`src/design/acfd_pkg.sv`:
```
// Shared types and constants of the ASCII frame deframer.
package acfd_pkg;

  // Store index width, wide enough for the largest store (payload plus two tail characters).
  localparam int unsigned IDX_W = 7;

  // Codes at or above this value are never delivered.
  localparam logic [7:0] NUM_CODES = 8'd8;

  localparam logic [7:0] CH_DOLLAR = 8'h24;
  localparam logic [7:0] CH_HASH   = 8'h23;
  localparam logic [7:0] CH_STAR   = 8'h2A;
  localparam logic [7:0] CH_AT     = 8'h40;
  localparam logic [7:0] CH_ZERO   = 8'h30;
  localparam logic [7:0] CH_NINE   = 8'h39;
  localparam logic [7:0] CH_LC_A   = 8'h61;
  localparam logic [7:0] CH_LC_F   = 8'h66;
  localparam logic [7:0] CH_UC_A   = 8'h41;
  localparam logic [7:0] CH_UC_F   = 8'h46;

  typedef enum logic [1:0] {
    ST_DATA  = 2'd0,
    ST_EMPTY = 2'd1,
    ST_OVF   = 2'd2
  } status_e;

  // One finished frame, waiting for the back end.
  typedef struct packed {
    logic             bank;
    logic [2:0]       code;
    status_e          kind;
    logic             hex;
    logic [IDX_W-1:0] len;
  } job_t;

  // Payload store write from the front end.
  typedef struct packed {
    logic             en;
    logic             bank;
    logic [IDX_W-1:0] idx;
    logic [7:0]       data;
  } wr_t;

endpackage

```
`src/design/acfd_front.sv`:
```
// Front end: header/tail matching, code accumulation and payload capture.
module acfd_front #(
  parameter int unsigned StoreDepth = 66
) (
  input  logic              clk_i,
  input  logic              rst_ni,
  input  logic              in_valid_i,
  output logic              in_stall_o,
  input  logic [7:0]        rx_byte_i,
  input  logic [7:0]        enabled_codes_i,
  input  logic              queue_full_i,
  output logic              push_o,
  output acfd_pkg::job_t    job_o,
  output acfd_pkg::wr_t     wr_o
);
  import acfd_pkg::*;

  localparam int unsigned CntW = $clog2(StoreDepth + 1);

  typedef enum logic [2:0] {
    PH_HUNT = 3'b001,
    PH_CODE = 3'b010,
    PH_DATA = 3'b100
  } phase_e;

  typedef struct packed {
    logic       done;
    logic [1:0] prog;
  } match_t;

  function automatic match_t match3(logic [1:0] prog, logic [7:0] c, logic [7:0] mark);
    match_t m;
    m.done = 1'b0;
    m.prog = 2'd0;
    if (prog == 2'd2 && c == mark) begin
      m.done = 1'b1;
    end else if (prog == 2'd1 && c == CH_STAR) begin
      m.prog = 2'd2;
    end else if (c == mark) begin
      m.prog = 2'd1;
    end
    return m;
  endfunction

  function automatic logic is_hex(logic [7:0] c);
    return (c >= CH_ZERO && c <= CH_NINE) || (c >= CH_LC_A && c <= CH_LC_F) ||
           (c >= CH_UC_A && c <= CH_UC_F);
  endfunction

  phase_e         phase_q, phase_d;
  logic [1:0]     hdr_q, hdr_d;
  logic [1:0]     tail_q, tail_d;
  logic [7:0]     code_q, code_d;
  logic           hex_q, hex_d;
  logic [CntW-1:0] count_q, count_d;
  logic           ovf_q, ovf_d;
  logic           bank_q, bank_d;

  logic   accept;
  match_t hdr_m, tail_m;
  logic [7:0] code_times_ten;
  logic       code_ok;
  logic [CntW-1:0] len_cnt;

  assign accept     = in_valid_i && !queue_full_i;
  assign in_stall_o = queue_full_i;

  assign hdr_m  = match3(hdr_q, rx_byte_i, CH_DOLLAR);
  assign tail_m = match3(tail_q, rx_byte_i, CH_HASH);

  assign code_times_ten = {code_q[4:0], 3'b000} + {code_q[6:0], 1'b0};
  assign code_ok = (code_q < NUM_CODES) && enabled_codes_i[code_q[2:0]];
  assign len_cnt = (count_q >= CntW'(2)) ? count_q - CntW'(2) : '0;

  always_comb begin
    phase_d = phase_q;
    hdr_d   = hdr_q;
    tail_d  = tail_q;
    code_d  = code_q;
    hex_d   = hex_q;
    count_d = count_q;
    ovf_d   = ovf_q;
    bank_d  = bank_q;
    push_o  = 1'b0;
    wr_o.en   = 1'b0;
    wr_o.bank = bank_q;
    wr_o.idx  = IDX_W'(count_q);
    wr_o.data = rx_byte_i;
    job_o.bank = bank_q;
    job_o.code = code_q[2:0];
    job_o.hex  = hex_q;
    job_o.len  = IDX_W'(len_cnt);
    if (ovf_q) begin
      job_o.kind = ST_OVF;
    end else if (len_cnt == '0) begin
      job_o.kind = ST_EMPTY;
    end else begin
      job_o.kind = ST_DATA;
    end
    if (accept) begin
      case (phase_q)
        PH_CODE: begin
          if (rx_byte_i == CH_AT) begin
            phase_d = PH_DATA;
            tail_d  = 2'd0;
            count_d = '0;
            ovf_d   = 1'b0;
            hex_d   = 1'b0;
          end else if (tail_m.done) begin
            phase_d = PH_HUNT;
            hdr_d   = 2'd0;
            tail_d  = tail_m.prog;
          end else begin
            tail_d = tail_m.prog;
            code_d = code_times_ten + rx_byte_i - CH_ZERO;
          end
        end
        PH_DATA: begin
          tail_d = tail_m.prog;
          if (tail_m.done) begin
            phase_d = PH_HUNT;
            hdr_d   = 2'd0;
            if (code_ok) begin
              push_o = 1'b1;
              bank_d = !bank_q;
            end
          end else if (count_q < CntW'(StoreDepth)) begin
            if (count_q == '0) begin
              hex_d = is_hex(rx_byte_i);
            end
            wr_o.en = 1'b1;
            count_d = count_q + CntW'(1);
          end else begin
            ovf_d = 1'b1;
          end
        end
        default: begin
          phase_d = PH_HUNT;
          hdr_d   = hdr_m.prog;
          if (hdr_m.done) begin
            phase_d = PH_CODE;
            code_d  = 8'd0;
            tail_d  = 2'd0;
          end
        end
      endcase
    end
  end

  always_ff @(posedge clk_i or negedge rst_ni) begin
    if (!rst_ni) begin
      phase_q <= PH_HUNT;
      hdr_q   <= 2'd0;
      tail_q  <= 2'd0;
      code_q  <= 8'd0;
      hex_q   <= 1'b0;
      count_q <= '0;
      ovf_q   <= 1'b0;
      bank_q  <= 1'b0;
    end else begin
      phase_q <= phase_d;
      hdr_q   <= hdr_d;
      tail_q  <= tail_d;
      code_q  <= code_d;
      hex_q   <= hex_d;
      count_q <= count_d;
      ovf_q   <= ovf_d;
      bank_q  <= bank_d;
    end
  end

endmodule

```
`src/design/acfd_queue.sv`:
```
// Two-entry queue of finished frames between front and back end.
module acfd_queue (
  input  logic           clk_i,
  input  logic           rst_ni,
  input  logic           push_i,
  input  acfd_pkg::job_t job_i,
  input  logic           pop_i,
  output logic           full_o,
  output logic           valid_o,
  output acfd_pkg::job_t job_o
);
  import acfd_pkg::*;

  job_t       slot_q [2];
  logic       wptr_q, rptr_q;
  logic [1:0] count_q;

  assign full_o  = (count_q == 2'd2);
  assign valid_o = (count_q != 2'd0);
  assign job_o   = slot_q[rptr_q];

  always_ff @(posedge clk_i) begin
    if (push_i) begin
      slot_q[wptr_q] <= job_i;
    end
  end

  always_ff @(posedge clk_i or negedge rst_ni) begin
    if (!rst_ni) begin
      wptr_q  <= 1'b0;
      rptr_q  <= 1'b0;
      count_q <= 2'd0;
    end else begin
      if (push_i) begin
        wptr_q <= !wptr_q;
      end
      if (pop_i) begin
        rptr_q <= !rptr_q;
      end
      case ({push_i, pop_i})
        2'b10:   count_q <= count_q + 2'd1;
        2'b01:   count_q <= count_q - 2'd1;
        default: count_q <= count_q;
      endcase
    end
  end

`ifndef NO_ASSERTIONS
  a_no_push_full: assert property (@(posedge clk_i) disable iff (!rst_ni)
    push_i |-> (count_q != 2'd2))
    else $error("frame pushed into a full queue");
  a_no_pop_empty: assert property (@(posedge clk_i) disable iff (!rst_ni)
    pop_i |-> (count_q != 2'd0))
    else $error("frame popped from an empty queue");
  a_count_range: assert property (@(posedge clk_i) disable iff (!rst_ni)
    count_q != 2'd3)
    else $error("queue count out of range");
  a_push_grows: assert property (@(posedge clk_i) disable iff (!rst_ni)
    (push_i && !pop_i) |=> (count_q == $past(count_q) + 2'd1))
    else $error("queue count did not follow a push");
`endif

endmodule

```
`src/design/acfd_back.sv`:
```
// Back end: banked payload store, hex decoding and record output.
module acfd_back #(
  parameter int unsigned StoreDepth = 66
) (
  input  logic           clk_i,
  input  logic           rst_ni,
  input  acfd_pkg::wr_t  wr_i,
  input  logic           job_valid_i,
  input  acfd_pkg::job_t job_i,
  output logic           pop_o,
  output logic           out_valid_o,
  input  logic           out_stall_i,
  output logic [2:0]     proto_code_o,
  output logic [7:0]     data_byte_o,
  output logic [1:0]     status_o,
  output logic           hex_decoded_o,
  output logic           last_o
);
  import acfd_pkg::*;

  localparam int unsigned AddrW = $clog2(StoreDepth);

  typedef enum logic [2:0] {
    S_IDLE = 3'b001,
    S_READ = 3'b010,
    S_USE  = 3'b100
  } state_e;

  function automatic logic [7:0] nibble(logic [7:0] c);
    logic [7:0] n;
    n = c;
    if (c >= CH_ZERO && c <= CH_NINE) begin
      n = c - CH_ZERO;
    end else if (c >= CH_LC_A && c <= CH_LC_F) begin
      n = c - CH_LC_A + 8'd10;
    end else if (c >= CH_UC_A && c <= CH_UC_F) begin
      n = c - CH_UC_A + 8'd10;
    end
    return n;
  endfunction

  logic [7:0] mem_q [2][StoreDepth];
  logic [7:0] rd_data_q;
  logic       rd_en;

  state_e           state_q, state_d;
  logic [AddrW-1:0] idx_q, idx_d;
  logic [7:0]       hi_q, hi_d;

  logic       out_valid_q;
  logic [2:0] code_q;
  logic [7:0] data_q;
  status_e    status_q;
  logic       hex_q, last_q;

  logic       load;
  logic [7:0] load_data;
  status_e    load_status;
  logic       load_hex, load_last;
  logic       out_free, is_last;
  logic [7:0] rd_nib;

  always_ff @(posedge clk_i) begin
    if (wr_i.en) begin
      mem_q[wr_i.bank][wr_i.idx[AddrW-1:0]] <= wr_i.data;
    end
    if (rd_en) begin
      rd_data_q <= mem_q[job_i.bank][idx_q];
    end
  end

  assign out_free = !out_valid_q || !out_stall_i;
  assign is_last  = ((IDX_W'(idx_q) + IDX_W'(1)) == job_i.len);
  assign rd_nib   = nibble(rd_data_q);

  always_comb begin
    state_d     = state_q;
    idx_d       = idx_q;
    hi_d        = hi_q;
    rd_en       = 1'b0;
    pop_o       = 1'b0;
    load        = 1'b0;
    load_data   = 8'd0;
    load_status = job_i.kind;
    load_hex    = 1'b0;
    load_last   = 1'b1;
    case (state_q)
      S_IDLE: begin
        if (job_valid_i) begin
          if (job_i.kind != ST_DATA) begin
            if (out_free) begin
              load  = 1'b1;
              pop_o = 1'b1;
            end
          end else begin
            idx_d   = '0;
            state_d = S_READ;
          end
        end
      end
      S_READ: begin
        rd_en   = 1'b1;
        state_d = S_USE;
      end
      S_USE: begin
        if (job_i.hex && !idx_q[0] && !is_last) begin
          // First nibble of a pair: hold it and fetch the second.
          hi_d    = rd_nib;
          idx_d   = idx_q + AddrW'(1);
          state_d = S_READ;
        end else if (out_free) begin
          load        = 1'b1;
          load_status = ST_DATA;
          load_hex    = job_i.hex;
          load_last   = is_last;
          if (!job_i.hex) begin
            load_data = rd_data_q;
          end else if (idx_q[0]) begin
            load_data = {hi_q[3:0], 4'b0000} | rd_nib;
          end else begin
            load_data = rd_nib;
          end
          if (is_last) begin
            pop_o   = 1'b1;
            state_d = S_IDLE;
          end else begin
            idx_d   = idx_q + AddrW'(1);
            state_d = S_READ;
          end
        end
      end
      default: begin
        state_d = S_IDLE;
      end
    endcase
  end

  always_ff @(posedge clk_i or negedge rst_ni) begin
    if (!rst_ni) begin
      state_q     <= S_IDLE;
      idx_q       <= '0;
      out_valid_q <= 1'b0;
    end else begin
      state_q <= state_d;
      idx_q   <= idx_d;
      if (load) begin
        out_valid_q <= 1'b1;
      end else if (!out_stall_i) begin
        out_valid_q <= 1'b0;
      end
    end
  end

  always_ff @(posedge clk_i) begin
    hi_q <= hi_d;
    if (load) begin
      code_q   <= job_i.code;
      data_q   <= load_data;
      status_q <= load_status;
      hex_q    <= load_hex;
      last_q   <= load_last;
    end
  end

  assign out_valid_o   = out_valid_q;
  assign proto_code_o  = code_q;
  assign data_byte_o   = data_q;
  assign status_o      = status_q;
  assign hex_decoded_o = hex_q;
  assign last_o        = last_q;

endmodule

```
`src/design/ascii_frame_deframer.sv`:
```
// Top level of the ASCII frame deframer: front end, frame queue and back end.
//
//  Channel   Direction  Handshake               Transaction
//  rx        in         in_valid_i/in_stall_o   one received character rx_byte_i
//  record    out        out_valid_o/out_stall_i one output record of a delivered frame
//  config    in         cfg_we_i                enabled_codes mask, write only
//
// The front end takes one character per cycle; it stalls only while two finished
// frames wait in the queue, as both payload store banks are then in use.
// The back end passes each raw byte or odd trailing nibble through a read and a use state,
// and each hex-decoded pair through two such passes (one store read port, registered read
// data); a frame with payload opens from the idle state, which emits empty or overflow records.
// Reset clears all control state; the payload store needs no clearing pass.
// A stalled output record holds in the output register while the back end waits.
module ascii_frame_deframer #(
  parameter int unsigned PAYLOAD_MAX = 64
) (
  input  logic       clk_i,
  input  logic       rst_ni,
  input  logic       cfg_we_i,
  input  logic [7:0] cfg_wdata_i,
  input  logic       in_valid_i,
  output logic       in_stall_o,
  input  logic [7:0] rx_byte_i,
  output logic       out_valid_o,
  input  logic       out_stall_i,
  output logic [2:0] proto_code_o,
  output logic [7:0] data_byte_o,
  output logic [1:0] status_o,
  output logic       hex_decoded_o,
  output logic       last_o
);
  import acfd_pkg::*;

  // Payload plus the two characters that might open the tail.
  localparam int unsigned StoreDepth = PAYLOAD_MAX + 2;

  logic [7:0] enabled_codes_q;
  logic       push, pop, queue_full, job_valid;
  job_t       job_in, job_head;
  wr_t        wr;

  // Hold the code mask; the user must write it only while the block is idle (not enforced here).
  always_ff @(posedge clk_i or negedge rst_ni) begin
    if (!rst_ni) begin
      enabled_codes_q <= 8'd0;
    end else if (cfg_we_i) begin
      enabled_codes_q <= cfg_wdata_i;
    end
  end

  // Parse characters, capture payload into the current bank, push finished frames with an enabled code.
  acfd_front #(
    .StoreDepth (StoreDepth)
  ) u_front (
    .clk_i           (clk_i),
    .rst_ni          (rst_ni),
    .in_valid_i      (in_valid_i),
    .in_stall_o      (in_stall_o),
    .rx_byte_i       (rx_byte_i),
    .enabled_codes_i (enabled_codes_q),
    .queue_full_i    (queue_full),
    .push_o          (push),
    .job_o           (job_in),
    .wr_o            (wr)
  );

  // Decouple parsing from emission; each entry owns one store bank.
  acfd_queue u_queue (
    .clk_i   (clk_i),
    .rst_ni  (rst_ni),
    .push_i  (push),
    .job_i   (job_in),
    .pop_i   (pop),
    .full_o  (queue_full),
    .valid_o (job_valid),
    .job_o   (job_head)
  );

  // Walk the head frame's bank and emit its records; drop the entry after the last.
  acfd_back #(
    .StoreDepth (StoreDepth)
  ) u_back (
    .clk_i         (clk_i),
    .rst_ni        (rst_ni),
    .wr_i          (wr),
    .job_valid_i   (job_valid),
    .job_i         (job_head),
    .pop_o         (pop),
    .out_valid_o   (out_valid_o),
    .out_stall_i   (out_stall_i),
    .proto_code_o  (proto_code_o),
    .data_byte_o   (data_byte_o),
    .status_o      (status_o),
    .hex_decoded_o (hex_decoded_o),
    .last_o        (last_o)
  );

endmodule
```
`config.mk`:
```
export PLATFORM = sky130hd
export DESIGN_NAME = ascii_frame_deframer
export DESIGN_NICKNAME = d
export VERILOG_FILES = /design/src/design/acfd_pkg.sv /design/src/design/acfd_front.sv /design/src/design/acfd_queue.sv /design/src/design/acfd_back.sv /design/src/design/ascii_frame_deframer.sv
export SDC_FILE = /design/constraint.sdc
export NUM_CORES = 1
export LEC_CHECK = 0
export ABC_AREA = 1
export BUFFER_PORTS_ARGS = -buffer_cell sky130_fd_sc_hd__buf_2
export CAP_MARGIN = 20
export CORE_ASPECT_RATIO = 1.5
export CORE_MARGIN = 1
export CORE_UTILIZATION = 30
export CTS_CLUSTER_SIZE = 10
export DETAILED_ROUTE_END_ITERATION = 7
export SLEW_MARGIN = 20
export SYNTH_ARGS = -nofsm -noshare
export SYNTH_HDL_FRONTEND = slang
export SYNTH_SLANG_ARGS = --single-unit
```
`constraint.sdc`:
```
create_clock -name clk_i -period 3.15 [get_ports clk_i]
set_input_delay 0.315 -clock clk_i [delete_from_list [all_inputs] [get_ports clk_i]]
set_output_delay 0.315 -clock clk_i [all_outputs]
set_load 0.005 [all_outputs]
```
==> flow_metrics.tcl <==
set metrics [dict create \
    status "finished, final reports clean" \
    cts.path.max_buffers 3 \
    drcViolationCount 0 \
    finalWorstSetupSlack_ns 0.158 \
    via_count 35300 \
    core-area_sq_um 170000 \
    end_kind "register" \
    synth_warnings 0 \
    setup_violations 0 \
    post-route-min-period_ns 2.99 \
    utilization 0.351 \
    syn_inst 5024 \
    io_pins 38 \
    clock_skew_ns 0.0290 \
    vias_per_cell 4.74 \
    hp-class "input port to asynchronous set/reset pin" \
    synth_flop_cell "edfxtp_1" \
    crit_slowest_cell "nor2_1" \
    start_util 0.303 \
    synthesis.area_sq_um 51400 \
    critPathKind "register to register" \
    p_sw_frac 0.323 \
    cts_root_buffer "clkbuf_16" \
    reg2regPathDepth 14 \
    chipWidth_um 340 \
    rr_startpoint "u_front.count_q[2]" \
    finalHoldViolCount 0 \
    r2r_slack_ns 0.16 \
    cp-start-kind "register" \
    fmax_ghz 0.334 \
    ys_seq_area_frac 0.672 \
    wl_mm 147 \
    antenna_found_initial 2 \
    finalCritPeriodShare 0.950 \
    worst_pin_slew_ns 0.903 \
    wire_per_inst_um 19.7 \
    yosysTopAreaCellShare 0.649 \
    placement.io_buffers 37 \
    maxSlewHeadroom 0.395 \
    ant_nets 0 \
    final_layout_size_suffix_gt1_frac 0.0995 \
    tns_ns 0 \
    multi_input_area_sq_um 13300 \
    max-cap-violations 0 \
    synth.distinct_cells 39 \
    cts_sinks 1159 \
    leakage_nw 23.8 \
    slowest_delay_ns 0.50 \
    syn_nets 5079 \
    cts_made_buffers 134 \
    r2r_end "u_back.mem_q[0][377]" \
    pwr-share-clk 0.331 \
    synth-edff-count 1111 \
    nets 5230 \
    critical_path_arrival_ns 3.38 \
    power_w 0.0417 \
    grt_pass1_vias 35700 \
    combPwrFrac 0.253 \
    grt_max_degree 115 \
    grt_overflow 0 \
    slew_violations 0 \
    cpMostUsedCell "nor2_1" \
    drt_iter0_markers 2611 \
    grt_util_all_layers 0.169 \
    h-tree-depth 4 \
    async_flop_share 0.0414 \
    clk_latency_ns 0.76 \
    dr.pass1.iters 6 \
    vdd_drop_max_mv 0.552 \
    dieArea_sq_um 173000 \
    ys_top_cells_by_count "nand2_1 (1392), edfxtp_1 (1111), inv_1 (712), nand3_1 (542), nor2_1 (394)" \
    dp_hpwl_mm 92.0 \
    crit_chain "inv_1 -> ha_1 -> inv_1 -> nor2_1 -> inv_1 -> nor2_1 -> nor2_1 -> nor4_4 -> inv_2 -> nor3_4 -> buf_12 -> buf_4 -> nand2_1 -> nor2_1" \
    synthTopCellsByArea "edfxtp_1 (65%), nand2_1 (10%), nand3_1 (5.3%), inv_1 (5.2%), nor2_1 (2.9%)" \
    syn_avg_cell_area_sq_um 10.2 \
    fill_cells 16600 \
    p_sw_w 0.0135 \
    core.rowCount 185 \
    cts_tree "yes" \
    ys_ff_latch 1159 \
    final_cell_count_no_fill 7449 \
    post_cts_buffers 0 \
    synth.most_common_cell "nand2_1" \
    critical_path.max_fanout 8 \
    syn_to_final_growth_pct 15.9 \
    pre_cts_ws_ns -0.0605 \
    power_frac_seq 0.415 \
    place.gp.congestion 0.954 \
    rsz0062_at_grt "yes" \
    yosysTopAreaCell "edfxtp_1" \
    p_per_area_nw_per_um2 700 \
    grt_pass1_wl_mm 218 \
    fp.dieH_um 509 \
    place_inst 7259 \
    crit_required_ns 3.54 \
    p_int_w 0.0282 \
    ff_latch_area_sq_um 34600 \
    clk_pin_slew_ns 0.06 \
]
cells in the final DEF, fill, tap and decap left out, types with 5 or more instances in the layout:
cell	count
or2_2	5
nor3_4	5
nor2_2	94
buf_2	28
nand3_1	542
xnor2_1	7
o21ai_0	198
a21oi_1	130
edfxtp_1	1111
inv_2	7
dfrtp_1	44
nand4_1	22
clkbuf_16	138
a31oi_1	5
nor3_1	19
nand3b_1	36
fa_1	5
buf_12	36
ha_1	29
clkinv_1	7
dlygate4sd3_1	24
clkbuf_1	15
xor2_1	19
nand2_1	1390
o211ai_1	46
buf_4	171
o22ai_1	8
nor2_1	303
inv_1	711
power groups by stage:
stage | clock network, W | logic (W) | registers [W]
global placement | 0 | 0.0105 | 0.0176
finish | 0.0138 | 0.0106 | 0.0173
detailed placement | 0 | 0.0105 | 0.0176
floorplan | 0 | 0.00667 | 0.0176
CTS | 0.0141 | 0.0106 | 0.0173
global route | 0.0145 | 0.0116 | 0.0173
stage by stage:
step	hold slack [ns]	instance area (sq um)
after floorplan	0.0194	51400
after global placement	0.479	55400
after detailed placement	0.487	55400
after CTS	0.0767	59300
after global routing	0.0935	59500
final	0.0953	59500
worst max path at each step:
stage                       start                   end  depth (start not counted)
2_1_floorplan  u_front.count_q[1]   u_back.mem_q[0][72]                         12
3_3_place_gp   u_front.count_q[1]  u_back.mem_q[0][376]                         14
3_5_place_dp         rx_byte_i[3]  u_back.mem_q[1][285]                         12
4_1_cts        u_front.count_q[2]  u_back.mem_q[0][506]                         14
5_1_grt        u_front.count_q[1]  u_back.mem_q[1][316]                         14
6_report       u_front.count_q[2]  u_back.mem_q[0][377]                         14
repair_timing:
item                                    in CTS  in global routing
hold buffers                                24                  0
pin swaps                                    0                  1
resized for setup                            1                 90
hold endpoints to repair                    51                  0
endpoints found under the setup margin       8                777
state kept, by name (all words and copies together), names as in the netlist, 2 cells and up:
signal and cells:
u_back.status_o 2, u_front.count_q 7, u_front.code_q 8, u_back.state_q 3, u_front.hdr_q 2, u_back.data_byte_o 8, u_front.phase_q 3, u_back.rd_data_q 8
u_back.idx_q 7, u_queue.count_q 2, u_front.tail_q 2, u_queue.slot_q 28, enabled_codes_q 8, u_back.mem_q 1056, u_back.hi_q 4, u_back.proto_code_o 3
routing by layer:
layer / track usage / vias up / share of wire
li1: - / 16800 / -
met1: 0.172 / 17100 / 0.35
met2: 0.315 / 1089 / 0.53
met3: 0.0237 / 361 / 0.047
met4: 0.117 / 2 / 0.073
met5: 0 / - / 0.000089
area by class of cell:
type	instances	share of cell area
sequential	1159	0.581
multi-input combinational	2894	0.224
clock buffer	154	0.0592
tap	2244	0.0471
inverter	724	0.0458
timing repair buffer	262	0.0409
clock inverter	11	0.00261
antenna	1	0.0000420
worst max-delay path: cells and delay by family, from the launching register on:
family                     cells  cell delay [ns]
adders and majority gates      1             0.14
buffers and inverters          6             0.73
DFF                            1             0.38
and+or+nand+nor                7             1.37
cells by family (layout without fill, tap and decap cells):
kind of cell             after synthesis  in the layout  share of synthesized area
multiplexers                           8              8                    0.00166
buffers and inverters                971           1151                     0.0735
other                                  0              1                          0
flip-flops                          1159           1159                      0.672
AO/OA/AOI/OAI                        394            394                     0.0412
XOR/XNOR                              26             26                    0.00443
adder cells (fa/ha/maj)               34             34                    0.00901
AND/OR/NAND/NOR                     2432           2432                      0.198
No activity file was read; power rests on OpenSTA's default activity.
